[src/rtl/lpd_pkg.sv]
// shared constants and types for the lidar packet deframer
package lpd_pkg;

	localparam int unsigned BYTE_W         = 8;
	localparam int unsigned PACKET_BYTES   = 22;
	localparam int unsigned DISTANCE_COUNT = 4;
	// highest byte index that the decode reads is 5 + 4 * (DISTANCE_COUNT - 1)
	localparam int unsigned DECODE_BYTES   = 6 + 4 * (DISTANCE_COUNT - 1);

	localparam int unsigned ANGLE_W = 11;
	localparam int unsigned SPEED_W = 16;
	localparam int unsigned DIST_W  = 14;

	localparam logic [BYTE_W-1:0] HEADER_RESET   = 8'd250;
	localparam logic [BYTE_W-1:0] ANGLE_OFFSET   = 8'hA0;
	localparam logic [5:0]        DIST_HIGH_MASK = 6'h3F;

	typedef logic [DECODE_BYTES-1:0][BYTE_W-1:0] pkt_bytes_t;

	typedef struct packed {
		logic                         complete;
		logic [$clog2(PACKET_BYTES)-1:0] count;
	} collect_status_t;

endpackage

[src/rtl/lidar_packet_deframer.sv]
// lidar packet deframer: serial bytes in, one decoded measurement per packet out
// throughput: one byte per cycle; input register, collect/decode logic, result register
// the input stalls only when a completing byte meets a result not yet taken
// reset: asynchronous, clears byte count, valid flags and header value (250)
// the packet store has no reset; every byte that is decoded is written first
module lidar_packet_deframer #(
	parameter int unsigned PACKET_BYTES = lpd_pkg::PACKET_BYTES
) (
	input  logic                               clk,
	input  logic                               arst_n,
	input  logic                               rx_valid,
	output logic                               rx_ready,
	input  logic [7:0]                         rx_byte,
	input  logic                               header_we,
	input  logic [7:0]                         header_wdata,
	output logic                               out_valid,
	input  logic                               out_ready,
	output logic signed [lpd_pkg::ANGLE_W-1:0] start_angle,
	output logic [lpd_pkg::SPEED_W-1:0]        speed_raw,
	output logic [lpd_pkg::DIST_W-1:0]         distance_0,
	output logic [lpd_pkg::DIST_W-1:0]         distance_1,
	output logic [lpd_pkg::DIST_W-1:0]         distance_2,
	output logic [lpd_pkg::DIST_W-1:0]         distance_3
);

	logic [lpd_pkg::BYTE_W-1:0] header_q;
	logic                       valid_s1;
	logic [lpd_pkg::BYTE_W-1:0] byte_s1;
	logic                       advance;
	logic                       fire;
	lpd_pkg::pkt_bytes_t        bytes;
	logic                       collect_done;
	logic [$clog2(PACKET_BYTES)-1:0] collect_count;
	lpd_pkg::collect_status_t   status;

	logic signed [lpd_pkg::ANGLE_W-1:0] angle_c;
	logic [lpd_pkg::SPEED_W-1:0]        speed_c;
	logic [lpd_pkg::DISTANCE_COUNT-1:0][lpd_pkg::DIST_W-1:0] dist_c;

	logic                               res_valid_q;
	logic signed [lpd_pkg::ANGLE_W-1:0] angle_q;
	logic [lpd_pkg::SPEED_W-1:0]        speed_q;
	logic [lpd_pkg::DISTANCE_COUNT-1:0][lpd_pkg::DIST_W-1:0] dist_q;

	always_ff @(posedge clk or negedge arst_n) begin
		if (!arst_n) begin
			header_q <= lpd_pkg::HEADER_RESET;
		end else if (header_we) begin
			header_q <= header_wdata;
		end
	end

	// held byte moves on unless its packet completes into a full result register that is not being taken
	assign advance  = !(status.complete && res_valid_q && !out_ready);
	assign fire     = valid_s1 && advance;
	assign rx_ready = !valid_s1 || advance;

	always_ff @(posedge clk or negedge arst_n) begin
		if (!arst_n) begin
			valid_s1 <= 1'b0;
		end else if (rx_ready) begin
			valid_s1 <= rx_valid;
		end
	end

	always_ff @(posedge clk) begin
		if (rx_valid && rx_ready) begin
			byte_s1 <= rx_byte;
		end
	end

	lpd_collect #(
		.PACKET_BYTES(PACKET_BYTES)
	) u_collect (
		.clk      (clk),
		.arst_n   (arst_n),
		.fire     (fire),
		.byte_in  (byte_s1),
		.header   (header_q),
		.bytes    (bytes),
		.complete (collect_done),
		.count    (collect_count)
	);

	assign status = {collect_done, collect_count};

	lpd_decode u_decode (
		.bytes       (bytes),
		.start_angle (angle_c),
		.speed_raw   (speed_c),
		.distance    (dist_c)
	);

	always_ff @(posedge clk or negedge arst_n) begin
		if (!arst_n) begin
			res_valid_q <= 1'b0;
		end else if (fire && status.complete) begin
			res_valid_q <= 1'b1;
		end else if (out_ready) begin
			res_valid_q <= 1'b0;
		end
	end

	always_ff @(posedge clk) begin
		if (fire && status.complete) begin
			angle_q <= angle_c;
			speed_q <= speed_c;
			dist_q  <= dist_c;
		end
	end

	assign out_valid   = res_valid_q;
	assign start_angle = angle_q;
	assign speed_raw   = speed_q;
	assign distance_0  = dist_q[0];
	assign distance_1  = dist_q[1];
	assign distance_2  = dist_q[2];
	assign distance_3  = dist_q[3];

`ifndef SYNTHESIS
	a_count_range: assert property (@(posedge clk) disable iff (!arst_n)
		status.count < ($clog2(PACKET_BYTES))'(PACKET_BYTES - 1) ||
		status.count == ($clog2(PACKET_BYTES))'(PACKET_BYTES - 1))
		else $error("byte count beyond packet length");

	a_stall_blocks_input: assert property (@(posedge clk) disable iff (!arst_n)
		valid_s1 && status.complete && res_valid_q && !out_ready |-> !rx_ready)
		else $error("completing byte accepted over a pending result");

	a_result_from_byte: assert property (@(posedge clk) disable iff (!arst_n)
		$rose(res_valid_q) |-> $past(valid_s1 && status.complete))
		else $error("result raised without a completing byte");

	a_result_held: assert property (@(posedge clk) disable iff (!arst_n)
		res_valid_q && !out_ready |=> res_valid_q && $stable(speed_q))
		else $error("pending result lost");
`endif

endmodule

[src/rtl/lpd_collect.sv]
// byte counter and packet store with header resync
module lpd_collect #(
	parameter int unsigned PACKET_BYTES = lpd_pkg::PACKET_BYTES
) (
	input  logic                          clk,
	input  logic                          arst_n,
	input  logic                          fire,
	input  logic [lpd_pkg::BYTE_W-1:0]    byte_in,
	input  logic [lpd_pkg::BYTE_W-1:0]    header,
	output lpd_pkg::pkt_bytes_t           bytes,
	output logic                          complete,
	output logic [$clog2(PACKET_BYTES)-1:0] count
);

	localparam int unsigned CNT_W = $clog2(PACKET_BYTES);

	logic [CNT_W-1:0]    count_q;
	logic [CNT_W-1:0]    count_eff;
	lpd_pkg::pkt_bytes_t store_q;

	// a header byte restarts collection at index zero
	assign count_eff = (byte_in == header) ? '0 : count_q;
	assign complete  = (count_eff == CNT_W'(PACKET_BYTES - 1));
	assign bytes     = store_q;
	assign count     = count_q;

	always_ff @(posedge clk or negedge arst_n) begin
		if (!arst_n) begin
			count_q <= '0;
		end else if (fire) begin
			if (complete) begin
				count_q <= '0;
			end else begin
				count_q <= count_eff + CNT_W'(1);
			end
		end
	end

	// only the bytes up to the highest index that the decode reads are kept
	always_ff @(posedge clk) begin
		for (int i = 0; i < lpd_pkg::DECODE_BYTES; i++) begin
			if (fire && count_eff == CNT_W'(i)) begin
				store_q[i] <= byte_in;
			end
		end
	end

endmodule

[src/rtl/lpd_decode.sv]
// field extraction from a held packet
module lpd_decode (
	input  lpd_pkg::pkt_bytes_t                      bytes,
	output logic signed [lpd_pkg::ANGLE_W-1:0]       start_angle,
	output logic [lpd_pkg::SPEED_W-1:0]              speed_raw,
	output logic [lpd_pkg::DISTANCE_COUNT-1:0][lpd_pkg::DIST_W-1:0] distance
);

	logic [lpd_pkg::BYTE_W:0] angle_diff;

	// angle wraps to 11 bits, times four is a shift
	assign angle_diff  = {1'b0, bytes[1]} - {1'b0, lpd_pkg::ANGLE_OFFSET};
	assign start_angle = {angle_diff, 2'b00};
	assign speed_raw   = {bytes[3], bytes[2]};

	always_comb begin
		for (int i = 0; i < lpd_pkg::DISTANCE_COUNT; i++) begin
			distance[i] = {bytes[5 + 4 * i][5:0] & lpd_pkg::DIST_HIGH_MASK, bytes[4 + 4 * i]};
		end
	end

endmodule

[config.mk]
export PLATFORM = sky130hd
export DESIGN_NAME = lidar_packet_deframer
export DESIGN_NICKNAME = d
export VERILOG_FILES = /design/src/rtl/lpd_pkg.sv /design/src/rtl/lidar_packet_deframer.sv /design/src/rtl/lpd_collect.sv /design/src/rtl/lpd_decode.sv
export SDC_FILE = /design/constraint.sdc
export NUM_CORES = 1
export LEC_CHECK = 0
export ABC_CLOCK_PERIOD_IN_PS = 6250
export BUFFER_PORTS_ARGS = -buffer_cell sky130_fd_sc_hd__buf_2
export CORE_ASPECT_RATIO = 1.5
export CORE_UTILIZATION = 50
export DETAILED_ROUTE_END_ITERATION = 8
export PLACE_DENSITY = 0.74
export SKIP_LAST_GASP = 1
export SLEW_MARGIN = 20
export SYNTH_ARGS = -nofsm -noshare
export SYNTH_HDL_FRONTEND = slang
export SYNTH_SLANG_ARGS = --single-unit
[constraint.sdc]
create_clock -name clk -period 6.25 [get_ports clk]
set_clock_uncertainty 0.05 [all_clocks]
set_input_delay 0.9375 -clock clk [delete_from_list [all_inputs] [get_ports clk]]
set_output_delay 0.9375 -clock clk [all_outputs]
set_load 0.02 [all_outputs]
* After elaboration in Yosys (flattened, before gate mapping)
Index checks and enable logic that the tools add are counted.
** Word-level totals
- Bits in registers :: 184
- Output and inout bits :: 85
** Cells by class
- Add/subtract/negate cells :: 2
- Equality and inequality tests :: 13
- Mux-type cells :: 4
- Reductions and logical operators :: 21
** Operators by type and width (count)
- == test 5 x 4 -> 1 bit, second input constant :: 4
- logical AND 1 bit :: 16
- == test 5 bit, second input constant :: 3
- == test 5 x 2 -> 1 bit, second input constant :: 2
- == test 5 x 3 -> 1 bit, second input constant :: 2
- 2-to-1 mux 5 bit :: 2
- subtractor 8 x 8 -> 9 bit, second input constant :: 1
- == test 8 bit :: 1
- adder 5 x 1 -> 5 bit, second input constant :: 1
- == test 5 x 1 -> 1 bit, second input constant :: 1
- logical NOT 1 bit :: 3
- 2-to-1 mux 1 bit :: 2
- nonzero test 2 bit :: 1
- logical OR 1 bit :: 1

* Longest topological paths before layout
- Depth in word-level cells :: 9
- Mapped depth :: 9

* Modules after synthesis
Synthesis repeated with hierarchy kept, for this count alone.
** Second synthesis, totals
- Cell total of the unflattened synthesis :: 432
- Area total of the unflattened synthesis :: 8813.5 µm²
** Modules (own cells, without submodules)
- lpd_collect :: times used 1, cells each 228, area each 5008.6 µm², seq. area each 4449.3 µm²
- lidar_packet_deframer :: times used 1, cells each 118, area each 3170.5 µm², seq. area each 2990.4 µm²
- lpd_decode :: times used 1, cells each 86, area each 634.4 µm², seq. area each 0.0 µm²

* Worst setup path after synthesis
OpenSTA, ideal clock, no wires.
- Kind :: flip-flop to flip-flop
- From :: reg byte_s1[4] (netlist bit)
- To :: reg dist_q, in the netlist distance_0[0], enable pin
- Setup time :: 0.521 ns
- Data arrival time :: 5.244 ns
- Slack :: 0.435 ns
- Cell stages (with the launch flop) :: 9
- Period minus slack after synthesis :: 5.815 ns
- Cell sequence :: edfxtp_1 > xnor2_1 > nand4_2 > or2_4 > nand2_1 > ha_1 > and4b_1 > nand2_1 > nor2_1
** Between the ends
- Longest elaborated chain between the ends :: 8
** RTL lines
- start: declaration :: line lidar_packet_deframer.sv:28 : logic [lpd_pkg::BYTE_W-1:0] byte_s1;
- start signal: assignment :: line lidar_packet_deframer.sv:68 : byte_s1 <= rx_byte;
- == test 8 bit * :: line lpd_collect.sv:22 : assign count_eff = (byte_in == header) ? '0 : count_q;
- 2-to-1 mux 5 bit * :: line lpd_collect.sv:22
- == test 5 bit * :: line lpd_collect.sv:23 : assign complete = (count_eff == CNT_W'(PACKET_BYTES - 1));
- logical AND 1 bit (2 in a row) :: line lidar_packet_deframer.sv:54 : assign advance = !(status.complete && res_valid_q && !out_ready);
- logical NOT 1 bit :: line lidar_packet_deframer.sv:54
- logical AND 1 bit :: line lidar_packet_deframer.sv:55 : assign fire = valid_s1 && advance;
- logical AND 1 bit * :: line lidar_packet_deframer.sv:105 : if (fire && status.complete) begin
- end signal: assignment :: line lidar_packet_deframer.sv:108 : dist_q <= dist_c;
- end: declaration :: line lidar_packet_deframer.sv:43 : logic [lpd_pkg::DISTANCE_COUNT-1:0][lpd_pkg::DIST_W-1:0] dist_q;
Every way passes the cells marked *; elsewhere a longest branch is shown, timed or not.
A chain may end at the register's enable or synchronous reset.

* Final worst setup path
- From :: reg byte_s1[4] (netlist bit)
- To :: out rx_ready
** Between the ends
- Longest elaborated chain between the ends :: 7
** RTL lines
- == test 8 bit :: line lpd_collect.sv:22
- 2-to-1 mux 5 bit :: line lpd_collect.sv:22
- == test 5 bit :: line lpd_collect.sv:23
- logical AND 1 bit (2 in a row) :: line lidar_packet_deframer.sv:54
- logical NOT 1 bit :: line lidar_packet_deframer.sv:54
- logical OR 1 bit :: line lidar_packet_deframer.sv:56 : assign rx_ready = !valid_s1 || advance;
- end: declaration :: line lidar_packet_deframer.sv:12 : output logic rx_ready,
Every way passes these cells.

==> impl_metrics.ini <==
[route]
wirelength_um = 10200
ant_nets = 0
drt_iter0_drc = 178
via_per_inst = 5.07
drc_errors = 0
vias = 2880
drt_first_pass_iters = 4
wl_per_cell_um = 18.0

[clock_tree]
worstSkewPairLatency_ps = 420
cts_setup_buffers = 0
clockRootBuffer = clkbuf_16
clkTransAtPathRegs_ps = 70
htreeDepth = 4
cts_sinks = 184
cts_hold_buffers = 0
cts_resized = 0
numCtsBuffers = 17
cts_tree = yes
clk_path_buf_depth = 2

[timing]
grt_setup_unrepaired = no
slew_headroom_pct = 33.2
period_needed_ps = 3950
slew_viol_final = 0
maxClockFrequency_mhz = 253
hold_violations = 0
min_period_over_period_pct = 63.1
whs_ps = 367
tightest_slew_ps = 994
setup_viol = 0
fin_ws_ps = 2300
fin_setup_tns_ps = 0

[setup_path]
critPathCaptureType = output pin
path_class = register to output pin
cp_num_buf_inv = 1
cp_top_family = simple AND/OR/NAND/NOR gates
crit_chain = xnor2_1, nand4_2, or2_4, nand2_1, ha_1, nand4b_1, nor2_1, nand3_1, buf_2
crit_fanout = 12
arrival_ps = 2960
slowest_delay_ps = 620
cp-start-kind = register
crit_slowest_cell = edfxtp_1
required_ps = 5260

[final_layout]
area_growth_pct = 21.5
multiInputGateArea_um2 = 707
n_fill_cell = 867
regArea_um2 = 5460
postLayoutCoreUtil_pct = 62.5
n_antenna_cell = 0
nets = 429
layout-drive-gt1-share_pct = 39.0

[floorplan]
fp.dieW_um = 92.8
num_rows = 49
ios = 106
die_area_um2 = 12800
die_y_um = 138
coreArea_um2 = 12000
start_util_pct = 51.4

[logic_synthesis]
netlist_top_cells_count = edfxtp_1, nand2_1, dfrtp_1, xnor2_1, mux2_2
synth_area_leaders = edfxtp_1, dfrtp_1, dfstp_2, mux2_2, xnor2_1
syn_inst = 287
synthFlopType = edfxtp_1
yosysUniqueCellTypes = 38
yosys_register_bits = 184
avgSynthCellArea_um2 = 21.5
seq_area_frac_synth_pct = 88.3
yosysMostFrequentCell = edfxtp_1
synthDominantCellAreaShare_pct = 82.1
synth_top_area_cell = edfxtp_1
synth-edff-count = 169
yosys_warnings = 0
ys_async_sr_fraction_pct = 8.15
synth_area_um2 = 6180

[place]
dp_slack_ps = 2650
io_buffers = 103
dp_hpwl_um = 6780
gp_congestion = 0.853

[status]
status = finished, final reports clean

[power]
power_mw = 2.73
ir_worst_vdd_mv = 0.259
p_per_area_nw_per_um2 = 363
p_leak_nw = 2.69

[grt]
antenna_found_initial = 0
grtUsageTotal_pct = 16.8
grt_max_degree = 82
grt_first_pass_wirelength_um = 15300
grt_pass1_vias = 2896
grt_remaining_overflow = 0

[run]
drv_cap = 0

[worst_hold_path]
hold_path.class = input pin to async pin
-- metrics by stage --
step                      std cells  area (µm²)
after floorplan                 288        6180
after global placement          537        6880
after detailed placement        537        6880
after CTS                       568        7480
after global routing            568        7510
final                           568        7510
-- where the power goes --
group          switching [mW]  internal [mW]  total (mW)
clock                   0.442          0.633        1.08
combinational           0.104         0.0690       0.173
sequential             0.0672           1.41        1.48
-- worst paths after layout --
| path | slack [ps] | cells past startpoint | from | endpoint |
|---|---|---|---|---|
| worst max-delay path | 2300 | 9 | byte_s1[4] | rx_ready |
| worst min-delay path | 370 | 1 | arst_n | header_q[0] |
| worst max register to register | 2630 | 9 | byte_s1[4] | distance_0[8] |
| worst min register to register | 370 | 0 | u_collect.bytes[131] | distance_3[3] |
| max in group asynchronous | 5470 | 1 | arst_n | header_q[3] |
| min in group clk | 370 | 0 | u_collect.bytes[131] | distance_3[3] |
-- flip-flops by register name, indices dropped and copies added, names as in the netlist --
name,flops
speed_raw,16
header_q,8
u_collect.bytes,80
byte_s1,8
distance_1,14
valid_s1,1
distance_3,14
out_valid,1
distance_2,14
start_angle,9
u_collect.count,5
distance_0,14
-- cells by family (layout without fill, tap and decap cells) --
group	after synthesis	in the layout	synth area share, %
flops	184	184	88.3
simple gates	42	42	3.97
compound gates	21	21	2.51
buf+inv	15	142	1.05
mux	10	10	1.78
xor+xnor	9	9	1.28
fa+ha+maj	5	5	1.01
other cells	1	2	0.0607
-- cells in the final DEF (no fill, tap or decap), types with 3 or more instances in the layout --
cell type / n
edfxtp_1: 169
buf_2: 103
clkbuf_16: 17
nand2_1: 11
xnor2_1: 9
dfrtp_1: 9
mux2_2: 8
inv_1: 6
dfstp_2: 6
o21ai_0: 5
ha_1: 5
nand2b_1: 4
clkinvlp_4: 4
nor2_1: 3
nor3_1: 3
o211a_1: 3
nor4_2: 3
nand3_1: 3
o211ai_1: 3
bufinv_16: 3
inv_6: 3
-- metal layers --
| layer | vias to the layer above | wire (µm) | global-route usage, % |
|---|---|---|---|
| li1 | 1340 | - | - |
| met1 | 1417 | 3810 | 18.6 |
| met2 | 106 | 5630 | 28.4 |
| met3 | 17 | 484 | 4.95 |
| met4 | 0 | 290 | 9.31 |
| met5 | - | 0 | 0 |
-- area by class of cell --
cell class	count	area share, %
Tap cell	153	2.55
Sequential cell	184	72.7
Multi-Input combinational cell	89	9.41
Clock inverter	13	2.28
Timing Repair Buffer	105	7.06
Clock buffer	18	5.71
Inverter	6	0.300
Power figures use the tool's default switching activity.
